--- src/rtl/lpt_pkg.sv ---
// Shared types, constants and helpers for the locker priority tracker.
// No dependencies; every other file uses this package.
`timescale 1ns / 1ps
`default_nettype none

package lpt_pkg;

    localparam int TASKS      = 8;
    localparam int NEST_DEPTH = 8;

    localparam int TASK_W  = 3;
    localparam int PRIO_W  = 8;
    localparam int PROTO_W = 2;
    localparam int CNT_W   = $clog2(NEST_DEPTH + 1);
    localparam int LVL_W   = (NEST_DEPTH > 1) ? $clog2(NEST_DEPTH) : 1;

    // Protocol codes.
    localparam logic [PROTO_W-1:0] PROTO_NONE = 2'd0;
    localparam logic [PROTO_W-1:0] PROTO_NPCS = 2'd1;
    localparam logic [PROTO_W-1:0] PROTO_HLP  = 2'd2;

    // Access modes.
    localparam logic MODE_ENTER = 1'b0;
    localparam logic MODE_EXIT  = 1'b1;

    // Configuration register indexes.
    localparam int CFG_IDX_W  = 1;
    localparam int CFG_DATA_W = 8;
    localparam logic [CFG_IDX_W-1:0] REG_PROTOCOL     = 1'd0;
    localparam logic [CFG_IDX_W-1:0] REG_TOP_PRIORITY = 1'd1;

    localparam logic [PRIO_W-1:0] TOP_PRIO_RESET = 8'd100;

    typedef struct packed {
        logic              mode;
        logic [TASK_W-1:0] task_id;
        logic [PRIO_W-1:0] ceiling;
    } in_word_t;

    typedef struct packed {
        logic              set_priority;
        logic [PRIO_W-1:0] new_priority;
        logic              nest_error;
    } out_word_t;

    // Base priority of a task: top priority plus task number, saturated.
    function automatic logic [PRIO_W-1:0] base_level(input logic [PRIO_W-1:0] top,
                                                     input logic [TASK_W-1:0] tsk);
        logic [PRIO_W:0] sum;
        sum = {1'b0, top} + {{(PRIO_W + 1 - TASK_W){1'b0}}, tsk};
        base_level = sum[PRIO_W] ? {PRIO_W{1'b1}} : sum[PRIO_W-1:0];
    endfunction

endpackage

`default_nettype wire

--- src/rtl/lpt_if.sv ---
// Valid/ready channel interfaces for the request and result words.
// Depends on lpt_pkg for the payload types.
`timescale 1ns / 1ps
`default_nettype none

interface lpt_in_if;
    logic              valid;
    logic              ready;
    lpt_pkg::in_word_t data;

    modport source (output valid, output data, input ready);
    modport sink   (input valid, input data, output ready);
endinterface

interface lpt_out_if;
    logic               valid;
    logic               ready;
    lpt_pkg::out_word_t data;

    modport source (output valid, output data, input ready);
    modport sink   (input valid, input data, output ready);
endinterface

`default_nettype wire

--- src/rtl/locker_priority_tracker.sv ---
// Locker priority tracker: per-task critical-section nesting and running priority.
// Uses lpt_pkg and the channel interfaces in lpt_if.sv.
//
// The req channel carries one access word per transfer (enter or exit, task,
// resource ceiling). The rsp channel returns exactly one result word for
// every accepted access, in order. Configuration (protocol, top priority) is
// written through cfg_we / cfg_index / cfg_data. The user must write it only
// while no access is in flight; the block itself does not enforce this. When
// an access is accepted, the two stack levels it may need are read into
// registers beside the input register. When the access fires (the output
// register is empty or rsp is ready), its counter and stack are updated and
// the result word is loaded into the output register, which drives rsp.
// One access per cycle is sustained while rsp is ready; an update made at the
// accepting edge is forwarded into the new access, so back-to-back accesses
// see each other. When rsp is stalled, the output register holds its word and
// the input register still takes one more access; after that req.ready drops.
// Reset clears the protocol to no tracking, the top priority to 100 and all
// nesting counters to zero. Stack contents are not cleared; a level is written
// only by a highest-locker entry, not by non-preemptive entries.
`timescale 1ns / 1ps
`default_nettype none

module locker_priority_tracker (
    input  wire                                   clk,
    input  wire                                   rst_n,
    input  wire                                   cfg_we,
    input  wire logic [lpt_pkg::CFG_IDX_W-1:0]    cfg_index,
    input  wire logic [lpt_pkg::CFG_DATA_W-1:0]   cfg_data,
    lpt_in_if.sink                                req,
    lpt_out_if.source                             rsp
);
    import lpt_pkg::*;

    logic [PROTO_W-1:0] protocol_reg;
    logic [PRIO_W-1:0]  top_prio_reg;

    logic               s1_valid_reg;
    in_word_t           s1_word_reg;
    logic [PRIO_W-1:0]  top_rd_reg;
    logic [PRIO_W-1:0]  below_rd_reg;
    logic               out_valid_reg;
    out_word_t          out_word_reg;

    logic [CNT_W-1:0]   cnt_reg   [TASKS];
    logic [PRIO_W-1:0]  stack_reg [TASKS][NEST_DEPTH];

    logic               advance;
    logic               fire;
    logic [TASK_W-1:0]  tsk;
    logic [CNT_W-1:0]   n;
    logic [PRIO_W-1:0]  base;
    logic [PRIO_W-1:0]  cur;
    logic [PRIO_W-1:0]  below;
    logic               tracked;
    out_word_t          res;
    logic               cnt_we;
    logic [CNT_W-1:0]   cnt_next;
    logic [PRIO_W-1:0]  top_next;
    logic               push_we;

    logic [TASK_W-1:0]  in_tsk;
    logic               in_same;
    logic [CNT_W-1:0]   in_n;
    logic [LVL_W-1:0]   in_top_lvl;
    logic [LVL_W-1:0]   in_below_lvl;
    logic               top_fwd;

    assign advance   = !out_valid_reg || rsp.ready;
    assign fire      = s1_valid_reg && advance;
    assign req.ready = !s1_valid_reg || advance;
    assign rsp.valid = out_valid_reg;
    assign rsp.data  = out_word_reg;

    // Nesting depth the incoming access will see, including the update made
    // by the access that fires at the same edge.
    assign in_tsk       = req.data.task_id;
    assign in_same      = fire && cnt_we && (tsk == in_tsk);
    assign in_n         = in_same ? cnt_next : cnt_reg[in_tsk];
    assign in_top_lvl   = LVL_W'(in_n - CNT_W'(1));
    assign in_below_lvl = LVL_W'(in_n - CNT_W'(2));
    // Only the level just pushed can be read at the edge that writes it;
    // the level below it was written earlier.
    assign top_fwd      = fire && push_we && (tsk == in_tsk)
                          && (n[LVL_W-1:0] == in_top_lvl);

    always_comb
    begin
        tsk     = s1_word_reg.task_id;
        n       = cnt_reg[tsk];
        base    = base_level(top_prio_reg, tsk);
        cur     = (n == '0) ? base : top_rd_reg;
        below   = (n <= CNT_W'(1)) ? base : below_rd_reg;
        tracked = (protocol_reg == PROTO_NPCS || protocol_reg == PROTO_HLP)
                  && tsk != '0 && (32'(tsk) < TASKS);

        res      = '0;
        cnt_we   = 1'b0;
        cnt_next = n;
        top_next = cur;
        push_we  = 1'b0;

        if (tracked) begin
            if (s1_word_reg.mode == MODE_ENTER) begin
                if (n >= CNT_W'(NEST_DEPTH)) begin
                    res.nest_error = 1'b1;
                end
                else if (protocol_reg == PROTO_NPCS) begin
                    cnt_we   = 1'b1;
                    cnt_next = n + CNT_W'(1);
                    if (n == '0) begin
                        res.set_priority = 1'b1;
                        res.new_priority = top_prio_reg;
                    end
                end
                else begin
                    cnt_we   = 1'b1;
                    cnt_next = n + CNT_W'(1);
                    push_we  = 1'b1;
                    if (s1_word_reg.ceiling < cur) begin
                        top_next         = s1_word_reg.ceiling;
                        res.set_priority = 1'b1;
                        res.new_priority = s1_word_reg.ceiling;
                    end
                end
            end
            else begin
                if (n == '0) begin
                    res.nest_error = 1'b1;
                end
                else if (protocol_reg == PROTO_NPCS) begin
                    cnt_we   = 1'b1;
                    cnt_next = n - CNT_W'(1);
                    if (n == CNT_W'(1)) begin
                        res.set_priority = 1'b1;
                        res.new_priority = base;
                    end
                end
                else begin
                    cnt_we   = 1'b1;
                    cnt_next = n - CNT_W'(1);
                    if (below > cur) begin
                        res.set_priority = 1'b1;
                        res.new_priority = below;
                    end
                end
            end
        end
    end

    always_ff @(posedge clk or negedge rst_n)
    begin
        if (!rst_n) begin
            protocol_reg <= PROTO_NONE;
            top_prio_reg <= TOP_PRIO_RESET;
        end
        else if (cfg_we) begin
            case (cfg_index)
                REG_PROTOCOL:     protocol_reg <= cfg_data[PROTO_W-1:0];
                REG_TOP_PRIORITY: top_prio_reg <= cfg_data[PRIO_W-1:0];
                default:          ;
            endcase
        end
    end

    always_ff @(posedge clk or negedge rst_n)
    begin
        if (!rst_n) begin
            s1_valid_reg  <= 1'b0;
            out_valid_reg <= 1'b0;
            for (int t = 0; t < TASKS; t++) begin
                cnt_reg[t] <= '0;
            end
        end
        else begin
            if (req.ready) begin
                s1_valid_reg <= req.valid;
            end
            if (advance) begin
                out_valid_reg <= s1_valid_reg;
            end
            if (fire && cnt_we) begin
                cnt_reg[tsk] <= cnt_next;
            end
        end
    end

    // Payload registers and the stack storage carry no reset.
    always_ff @(posedge clk)
    begin
        if (req.valid && req.ready) begin
            s1_word_reg  <= req.data;
            top_rd_reg   <= top_fwd ? top_next : stack_reg[in_tsk][in_top_lvl];
            below_rd_reg <= stack_reg[in_tsk][in_below_lvl];
        end
        if (fire) begin
            out_word_reg <= res;
        end
        if (fire && push_we) begin
            stack_reg[tsk][n[LVL_W-1:0]] <= top_next;
        end
    end

endmodule

`default_nettype wire

--- src/flat_wrapper.sv ---
// flat-port wrapper written by rule: the top's interface ports become plain ports
module locker_priority_tracker_flat import lpt_pkg::*;
  (clk, rst_n, cfg_we, cfg_index, cfg_data, req_valid, req_data, req_ready, rsp_valid, rsp_data, rsp_ready);
  lpt_in_if req_i ();
  lpt_out_if rsp_i ();
  input  wire clk;
  input  wire rst_n;
  input  wire cfg_we;
  input  wire logic [lpt_pkg::CFG_IDX_W-1:0] cfg_index;
  input  wire logic [lpt_pkg::CFG_DATA_W-1:0] cfg_data;
  input wire logic [$bits(req_i.valid)-1:0] req_valid;
  input wire logic [$bits(req_i.data)-1:0] req_data;
  output wire logic [$bits(req_i.ready)-1:0] req_ready;
  output wire logic [$bits(rsp_i.valid)-1:0] rsp_valid;
  output wire logic [$bits(rsp_i.data)-1:0] rsp_data;
  input wire logic [$bits(rsp_i.ready)-1:0] rsp_ready;
  assign req_i.valid = req_valid;
  assign req_i.data = req_data;
  assign req_ready = req_i.ready;
  assign rsp_valid = rsp_i.valid;
  assign rsp_data = rsp_i.data;
  assign rsp_i.ready = rsp_ready;
  locker_priority_tracker u_core (.clk(clk), .rst_n(rst_n), .cfg_we(cfg_we), .cfg_index(cfg_index), .cfg_data(cfg_data), .req(req_i), .rsp(rsp_i));
endmodule
--- config.mk ---
export PLATFORM = sky130hd
export DESIGN_NAME = locker_priority_tracker_flat
export DESIGN_NICKNAME = d
export VERILOG_FILES = /design/src/rtl/lpt_pkg.sv /design/src/rtl/lpt_if.sv /design/src/rtl/locker_priority_tracker.sv /design/src/flat_wrapper.sv
export SDC_FILE = /design/constraint.sdc
export NUM_CORES = 1
export LEC_CHECK = 0
export BUFFER_PORTS_ARGS = -buffer_cell sky130_fd_sc_hd__buf_2
export CELL_PAD_IN_SITES_DETAIL_PLACEMENT = 1
export CELL_PAD_IN_SITES_GLOBAL_PLACEMENT = 1
export CORE_UTILIZATION = 55
export DETAILED_ROUTE_END_ITERATION = 10
export GPL_TIMING_DRIVEN = 0
export PLACE_DENSITY_LB_ADDON = 0.1
export REMOVE_ABC_BUFFERS = 1
export SYNTH_ARGS = -nofsm -noshare
export SYNTH_HDL_FRONTEND = slang
export SYNTH_SLANG_ARGS = --single-unit
--- constraint.sdc ---
create_clock -name clk -period 7.5 [get_ports clk]
set_clock_uncertainty 0.1 [all_clocks]
set_input_delay 1.125 -clock clk [delete_from_list [all_inputs] [get_ports clk]]
set_output_delay 1.125 -clock clk [all_outputs]
set_load 0.01 [all_outputs]
# Word level (Yosys, flattened, before mapping)
# Memories as Yosys holds them, arrays and structs flattened.
# Index checks and enable logic that the tools add are counted.
dict set report word_totals {
  n_memories 1
  ff_bits 82
  ramBits 512
  word_cells 119
  latchBits 0
  romBits 0
  output_inout_bits 12
}
dict set report op_classes {
  n_mux 52
  n_shift 0
  eq_ne 5
  n_bitwise 6
  order_cmp 11
  div 0
  reduce_logical 19
  add_sub_neg 5
  mul 0
}
# memory words word_bits rd rd_clocked_by_memory_dff write_ports line
set mem_list {}
lappend mem_list {u_core.stack_reg 8 64 1 0 1 locker_priority_tracker.sv:45} ;# logic [PRIO_W-1:0] stack_reg [TASKS][NEST_DEPTH];
# op n
set ops {}
lappend ops {{$mux 8} 14}
lappend ops {{$mux 9} 8}
lappend ops {{$mux 64} 1}
lappend ops {{$bmux 8 s3} 2}
lappend ops {{$bwmux 32} 1}
lappend ops {{$mux 4} 7}
lappend ops {{$bmux 4 s3} 2}
lappend ops {{$demux 8 s3} 1}
lappend ops {{$ge 4x4->1 const B} 6}
lappend ops {{$not 3->4} 5}
lappend ops {{$demux 4 s3} 1}
lappend ops {{$mux 1} 11}
lappend ops {{$logic_and 1x1->1} 10}
lappend ops {{$mux 10} 1}
lappend ops {{$add 8x3->9} 1}
lappend ops {{$mux 3} 3}
lappend ops {{$gt 8x8->1} 1}
lappend ops {{$lt 4x1->1 const B} 2}
lappend ops {{$lt 8x8->1} 1}
lappend ops {{$eq 3x3->1} 2}
lappend ops {{$add 4x1->4 const B} 1}
lappend ops {{$eq 4x1->1 const B} 1}
lappend ops {{$le 4x1->1 const B} 1}
lappend ops {{$logic_not 4->1} 1}
lappend ops {{other kinds (10)} 14}

# Longest topological paths before layout
dict set report logic_depth {
  ltp_word 17
  depth_mapped 20
  ltp_nobuf 17
}

# Worst setup path after synthesis
# OpenSTA, ideal clock, no wires.
dict set report synth_path {
  path_kind {register to register}
  from {register u_core.s1_word_reg (netlist bit u_core.tsk[1])}
  to {memory u_core.stack_reg[0][10] in the netlist's numbering, data pin}
  stages_incl_launch_ff 17
  arrival_ns 5.808
  path_buffers 2
  setup_ns 0.568
  slack_ns 1.023
  cell_sequence {edfxtp_1 -> buf_2 -> buf_2 -> mux4_2 -> mux2i_1 -> ha_1 -> inv_1 -> nor3_2 -> mux2_2 -> inv_1 -> ha_1 -> and4_1 -> a21oi_1 -> nand2_1 -> nor4_1 -> o31ai_4 -> mux2i_1}
}
dict set report synth_via {
  elab_chain_len 12
  word_cells_on_any_way 17
  cone_classes {1 x add/sub; 2 x order compare; 10 x mux; 1 x bitwise; 3 x reduce/logical}
}
# item line
set synth_rtl {}
lappend synth_rtl {{start: declaration} locker_priority_tracker.sv:38} ;# in_word_t s1_word_reg;
lappend synth_rtl {{start signal: assignment} locker_priority_tracker.sv:191} ;# s1_word_reg <= req.data;
lappend synth_rtl {{$not 3->4 (not written as such)} locker_priority_tracker.sv:89} ;# n = cnt_reg[tsk];
lappend synth_rtl {{$bmux 4 s3} locker_priority_tracker.sv:89}
lappend synth_rtl {{$mux 4 (not written as such) (2 in a row)} locker_priority_tracker.sv:89}
lappend synth_rtl {{$logic_not 4->1} locker_priority_tracker.sv:91} ;# cur = (n == '0) ? base : top_rd_reg;
lappend synth_rtl {{$mux 8} locker_priority_tracker.sv:91}
lappend synth_rtl {{$lt 8x8->1} locker_priority_tracker.sv:119} ;# if (s1_word_reg.ceiling < cur) begin
lappend synth_rtl {{$mux 8} locker_priority_tracker.sv:119}
lappend synth_rtl {{$mux 8} locker_priority_tracker.sv:107} ;# else if (protocol_reg == PROTO_NPCS) begin
lappend synth_rtl {{$mux 8} locker_priority_tracker.sv:104} ;# if (n >= CNT_W'(NEST_DEPTH)) begin
lappend synth_rtl {{$mux 8} locker_priority_tracker.sv:103} ;# if (s1_word_reg.mode == MODE_ENTER) begin
lappend synth_rtl {{$mux 8 (*)} locker_priority_tracker.sv:102} ;# if (tracked) begin
lappend synth_rtl {{named net u_core.top_next[2]} locker_priority_tracker.sv:58} ;# logic [PRIO_W-1:0] top_next;
lappend synth_rtl {{end: declaration} locker_priority_tracker.sv:45}
# Mark *: on every way through the listed nets, which the timed path passes. The rest lies on a longest branch. The select of a mux whose other input is x is not followed.

# Final worst setup path
dict set report layout_path {
  from {register u_core.s1_word_reg (netlist bit u_core.tsk[1])}
  to {register u_core.top_rd_reg[4], data pin}
}
dict set report layout_via {
  elab_chain_len 17
  word_cells_on_any_way 44
  cone_classes {4 x add/sub; 2 x order compare; 2 x eq/ne; 26 x mux; 2 x bitwise; 8 x reduce/logical}
}
# item line
set layout_rtl {}
lappend layout_rtl {{$not 3->4 (not written as such)} locker_priority_tracker.sv:89}
lappend layout_rtl {{$bmux 4 s3} locker_priority_tracker.sv:89}
lappend layout_rtl {{$mux 4 (not written as such) (2 in a row)} locker_priority_tracker.sv:89}
lappend layout_rtl {{$ge 4x4->1 / $logic_not 4->1 (equally long branches)} {locker_priority_tracker.sv:104, locker_priority_tracker.sv:91, locker_priority_tracker.sv:127}}
lappend layout_rtl {{$mux 1 (on tied branches)} {locker_priority_tracker.sv:104, locker_priority_tracker.sv:127}}
lappend layout_rtl {{$mux 1} locker_priority_tracker.sv:103}
lappend layout_rtl {{$mux 1} locker_priority_tracker.sv:102}
lappend layout_rtl {{$logic_and 1x1->1 (2 in a row)} locker_priority_tracker.sv:77} ;# assign in_same = fire && cnt_we && (tsk == in_tsk);
lappend layout_rtl {{$mux 3} locker_priority_tracker.sv:78} ;# assign in_n = in_same ? cnt_next : cnt_reg[in_tsk];
lappend layout_rtl {{$sub 3x1->3} locker_priority_tracker.sv:79} ;# assign in_top_lvl = LVL_W'(in_n - CNT_W'(1));
lappend layout_rtl {{$not 3->4 (not written as such)} locker_priority_tracker.sv:192} ;# top_rd_reg <= top_fwd ? top_next : stack_reg[in_tsk][in_top_lvl];
lappend layout_rtl {{$bmux 8 s3} locker_priority_tracker.sv:192}
lappend layout_rtl {{$mux 8 (not written as such) (2 in a row)} locker_priority_tracker.sv:192}
lappend layout_rtl {{$mux 8 (*)} locker_priority_tracker.sv:192}
lappend layout_rtl {{end signal: assignment} locker_priority_tracker.sv:192}
lappend layout_rtl {{end: declaration} locker_priority_tracker.sv:39} ;# logic [PRIO_W-1:0] top_rd_reg;
# Mark *: on every way between the ends. The rest lies on a longest branch, timed or not. The select of a mux whose other input is x is not followed.
# A chain may end at the register's enable or synchronous reset.

==> run_results.csv <==
group,metric,value,unit
timing,max_freq,139.4,MHz
clock_network,cts_made_buffers,58,
worst_hold_path,hold_class,"reg2reg",
synthesis,synth_area_leader_cell,"edfxtp_1",
timing,rsz0062_at_grt,"no",
finish,drive_gt1_frac,0.2413,
worst_setup_path,crit_start,"u_core.tsk[1]",
worst_setup_path,max_stage_delay,1.00,ns
clock_network,clock_latency,0.62,ns
global_routing,grt_pass1_vias,14686,
drt,vias,13890,
worst_setup_path,crit_chain,"mux4_2 > mux2i_1 > ha_1 > nand4_1 > nand3_1 > nand2_2 > ha_4 > mux4_2 > mux2_1 > mux2_1",
die,core,0.04577,mm2
synthesis,synth_edf_count,550,
worst_setup_path,crit_family,"multiplexers",
worst_setup_path,cp-end-kind,"flop",
timing,finalHoldViolCount,0,
global_routing,grt_overflow,0,
finish,layout_commonest_cell,"edfxtp_1",
synthesis,syn_area,0.02579,mm2
die,die_x,218.5,um
finish,final_cell_mix,"edfxtp_1 (550), mux4_2 (150), nor2_1 (89), mux2i_1 (75), mux2_2 (74)",
pwr,p_leak,0.009827,uW
synthesis,ys_seq_area_frac,0.6833,
drt,drt_iter0_markers,1240,
worst_setup_path,cp_max_fo,41,
worst_setup_path,regToRegEndpoint,"u_core.top_rd_reg[4]",
pwr,vdd_ir_drop_max,0.2836,mV
timing,fin_crit_sh,0.9565,
synthesis,synth_ff_type,"edfxtp_1",
global_routing,grt_max_degree,97,
worst_setup_path,crit_path_end,"u_core.top_rd_reg[4]",
clock_network,clkTransAtPathRegs,0.07,ns
global_routing,track_usage,0.2746,
timing,whs,0.2792,ns
synthesis,ys_ff_latch,594,
placed_design,portBuffers,37,
clock_network,clk_path_buf_depth,3,
timing,drv_slew,0,
finish,area_growth,12.30,%
clock_network,cts_hold_buf,0,
clock_network,cts_sinks,594,
pwr,clockPowerShare,0.281,
flow_run,cap_violations,0,
pwr,internal_power,7408,uW
drt,drt-wirelength-per-cell,29.07,um
pwr,p_per_area,370.5,mW/mm2
timing,finalSetupViolations,0,
die,die-area,0.04776,mm2
finish,n_fill_cell,3928,
worst_setup_path,r2r-start,"u_core.tsk[1]",
drt,route.detailed.drc,0,
placed_design,dp_hpwl,39720,um
drt,ant_nets,0,
timing,slew_headroom,0.1537,
finish,nNetsFinal,1587,
clock_network,post_cts_buffers,0,
worst_setup_path,worstPathRequired,7.76,ns
worst_setup_path,crit_type,"reg2reg",
timing,fin_crit,7.174,ns
pwr,power,10730,uW
worst_setup_path,r2r_cells,10,
worst_setup_path,crit_buf_inv,0,
finish,largest_reg_flops,512,
worst_setup_path,cp_data_arrival_time,7.44,ns
die,rows,78,
worst_setup_path,cp-start-kind,"flop",
placed_design,dp_cells,2076,
worst_setup_path,reg2reg_slack,0.33,ns
global_routing,grt_pass1_wl,95180,um
die,io_pins,38,
die,die_h,218.5,um
drt,drt-vias-per-instance,6.351,
pwr,switchingPower,3321,uW
synthesis,ys_warn_count,0,
synthesis,syn_avg_cell_area,17.88,um2
placed_design,dpl_cell_area,0.02688,mm2
drt,first_pass_iters,7,
synthesis,yosysTopAreaCellShare,0.6405,
synthesis,synth_area_leaders,"edfxtp_1 (64%), mux4_2 (13%), dfrtp_1 (4.0%), mux2_2 (3.4%), mux2i_1 (3.0%)",
worst_setup_path,crit_cells,10,
global_routing,antenna_found_initial,0,
drt,totalWireLength,63570,um
placed_design,gp_congestion,0.8858,
synthesis,synth_cells,1442,
run_status,status,"finished clean",
worst_setup_path,crit_path_top_delay_cell,"edfxtp_1",
clock_network,cts_tree,"yes",
clock_network,cts_root_buf,"clkbuf_16",
finish,final_area,0.02896,mm2
clock_network,cts.htree.levels,2,
finish,antenna_cells,0,
timing,worst_slew_pin_slew,1.260,ns
pwr,combPwrFrac,0.271,
synthesis,synthDistinctLibCells,61,
synthesis,synth-async-reset-ratio,0.07407,
pwr,p_seq_frac,0.448,
pwr,switching_share,0.3096,
die,start_util,0.5634,
finish,fin_cells,2187,
timing,fin_tns_setup,0,ns
[cells by family after synthesis]
logic type	count (synthesis)	share of synthesized area
flops	594	0.6833
mux	316	0.2008
simple gates	268	0.04857
compound gates	142	0.03872
buf+inv	90	0.01368
fa+ha+maj	23	0.01135
xor+xnor	8	0.003445
other cells	1	0.0001454
[power by group through the flow]
stage          Combinational (uW)  Sequential [uW]  Clock, uW
4_1_cts                      2810             4840       3060
2_1_floorplan                1670             4830          0
6_report                     2910             4800       3020
3_5_place_dp                 2790             4900          0
5_1_grt                      3100             4830       3170
3_3_place_gp                 2590             4900          0
[layer usage]
metal / wire (um) / GRT usage
met5: 0 / 0
met4: 1649 / 0.07972
met3: 3796 / 0.03438
met2: 30190 / 0.4303
met1: 27930 / 0.4078
[per-stage QoR]
stage | utilization | setup slack [ns]
2_1_floorplan | - | 1.029
3_3_place_gp | 0.5828 | -3.933
3_5_place_dp | 0.5873 | -0.7880
4_1_cts | 0.6306 | 0.1038
5_1_grt | 0.6327 | 0.04718
6_report | 0.6327 | 0.3262
[final cells by class]
class	instances	area, um2	share of cell area
flip-flops and latches	594	17620	0.6085
multi-input cells	821	8105	0.2799
clock buffers	70	1549	0.05349
well taps	600	750.7	0.02592
repair buffers	46	432.9	0.01495
clock inverters	38	431.7	0.01491
inverters	18	67.56	0.002333
[worst min path at each step]
stage / start / end / slack (ns) / cells after the start
after floorplan: u_core.cnt_reg[31] / u_core.cnt_reg[31] / 0.25 / 0
after global placement: u_core.cnt_reg[31] / u_core.cnt_reg[31] / 0.27 / 0
after detailed placement: u_core.cnt_reg[31] / u_core.cnt_reg[31] / 0.27 / 0
after CTS: u_core.cnt_reg[31] / u_core.cnt_reg[31] / 0.28 / 0
after global routing: u_core.cnt_reg[31] / u_core.cnt_reg[31] / 0.29 / 0
final: u_core.cnt_reg[31] / u_core.cnt_reg[31] / 0.28 / 0
[Yosys cell counts, types with 2 or more instances]
master and n:
nand3_1 27, dfrtp_1 41, nand2_1 67, clkbuf_1 43, a22o_1 3, ha_1 21
a21o_1 4, a211oi_1 17, mux2i_1 76, a221oi_1 8, nor2_1 89, o21ai_0 35
and2_1 2, mux2i_4 2, a21oi_1 28, nand2b_1 32, mux2_1 9, mux4_2 150
o22ai_1 7, edfxtp_1 550, or3_1 3, a221o_1 8, inv_1 17, nor3_1 25
or2_2 2, buf_2 12, o31ai_1 6, nand3b_1 2, a22oi_1 6, nor4_1 5
nor2b_1 5, mux2_2 78, xnor2_1 7, a311oi_1 8, dfstp_2 3, buf_1 17
nand4_1 3
[timing repair]
item / in CTS / in global routing
endpoints found under the setup margin: 8 / 72
pin swaps: 0 / 0
gates resized for setup: 2 / 2
[worst register-to-register path: stages, from the launching register on]
cell and delay (ns):
edfxtp_1 1.00, mux4_2 0.60, mux2i_1 0.67, ha_1 0.41, nand4_1 0.48, nand3_1 0.86
nand2_2 0.75, ha_4 0.86, mux4_2 0.60, mux2_1 0.31, mux2_1 0.32
Power figures use the tool's default switching activity.
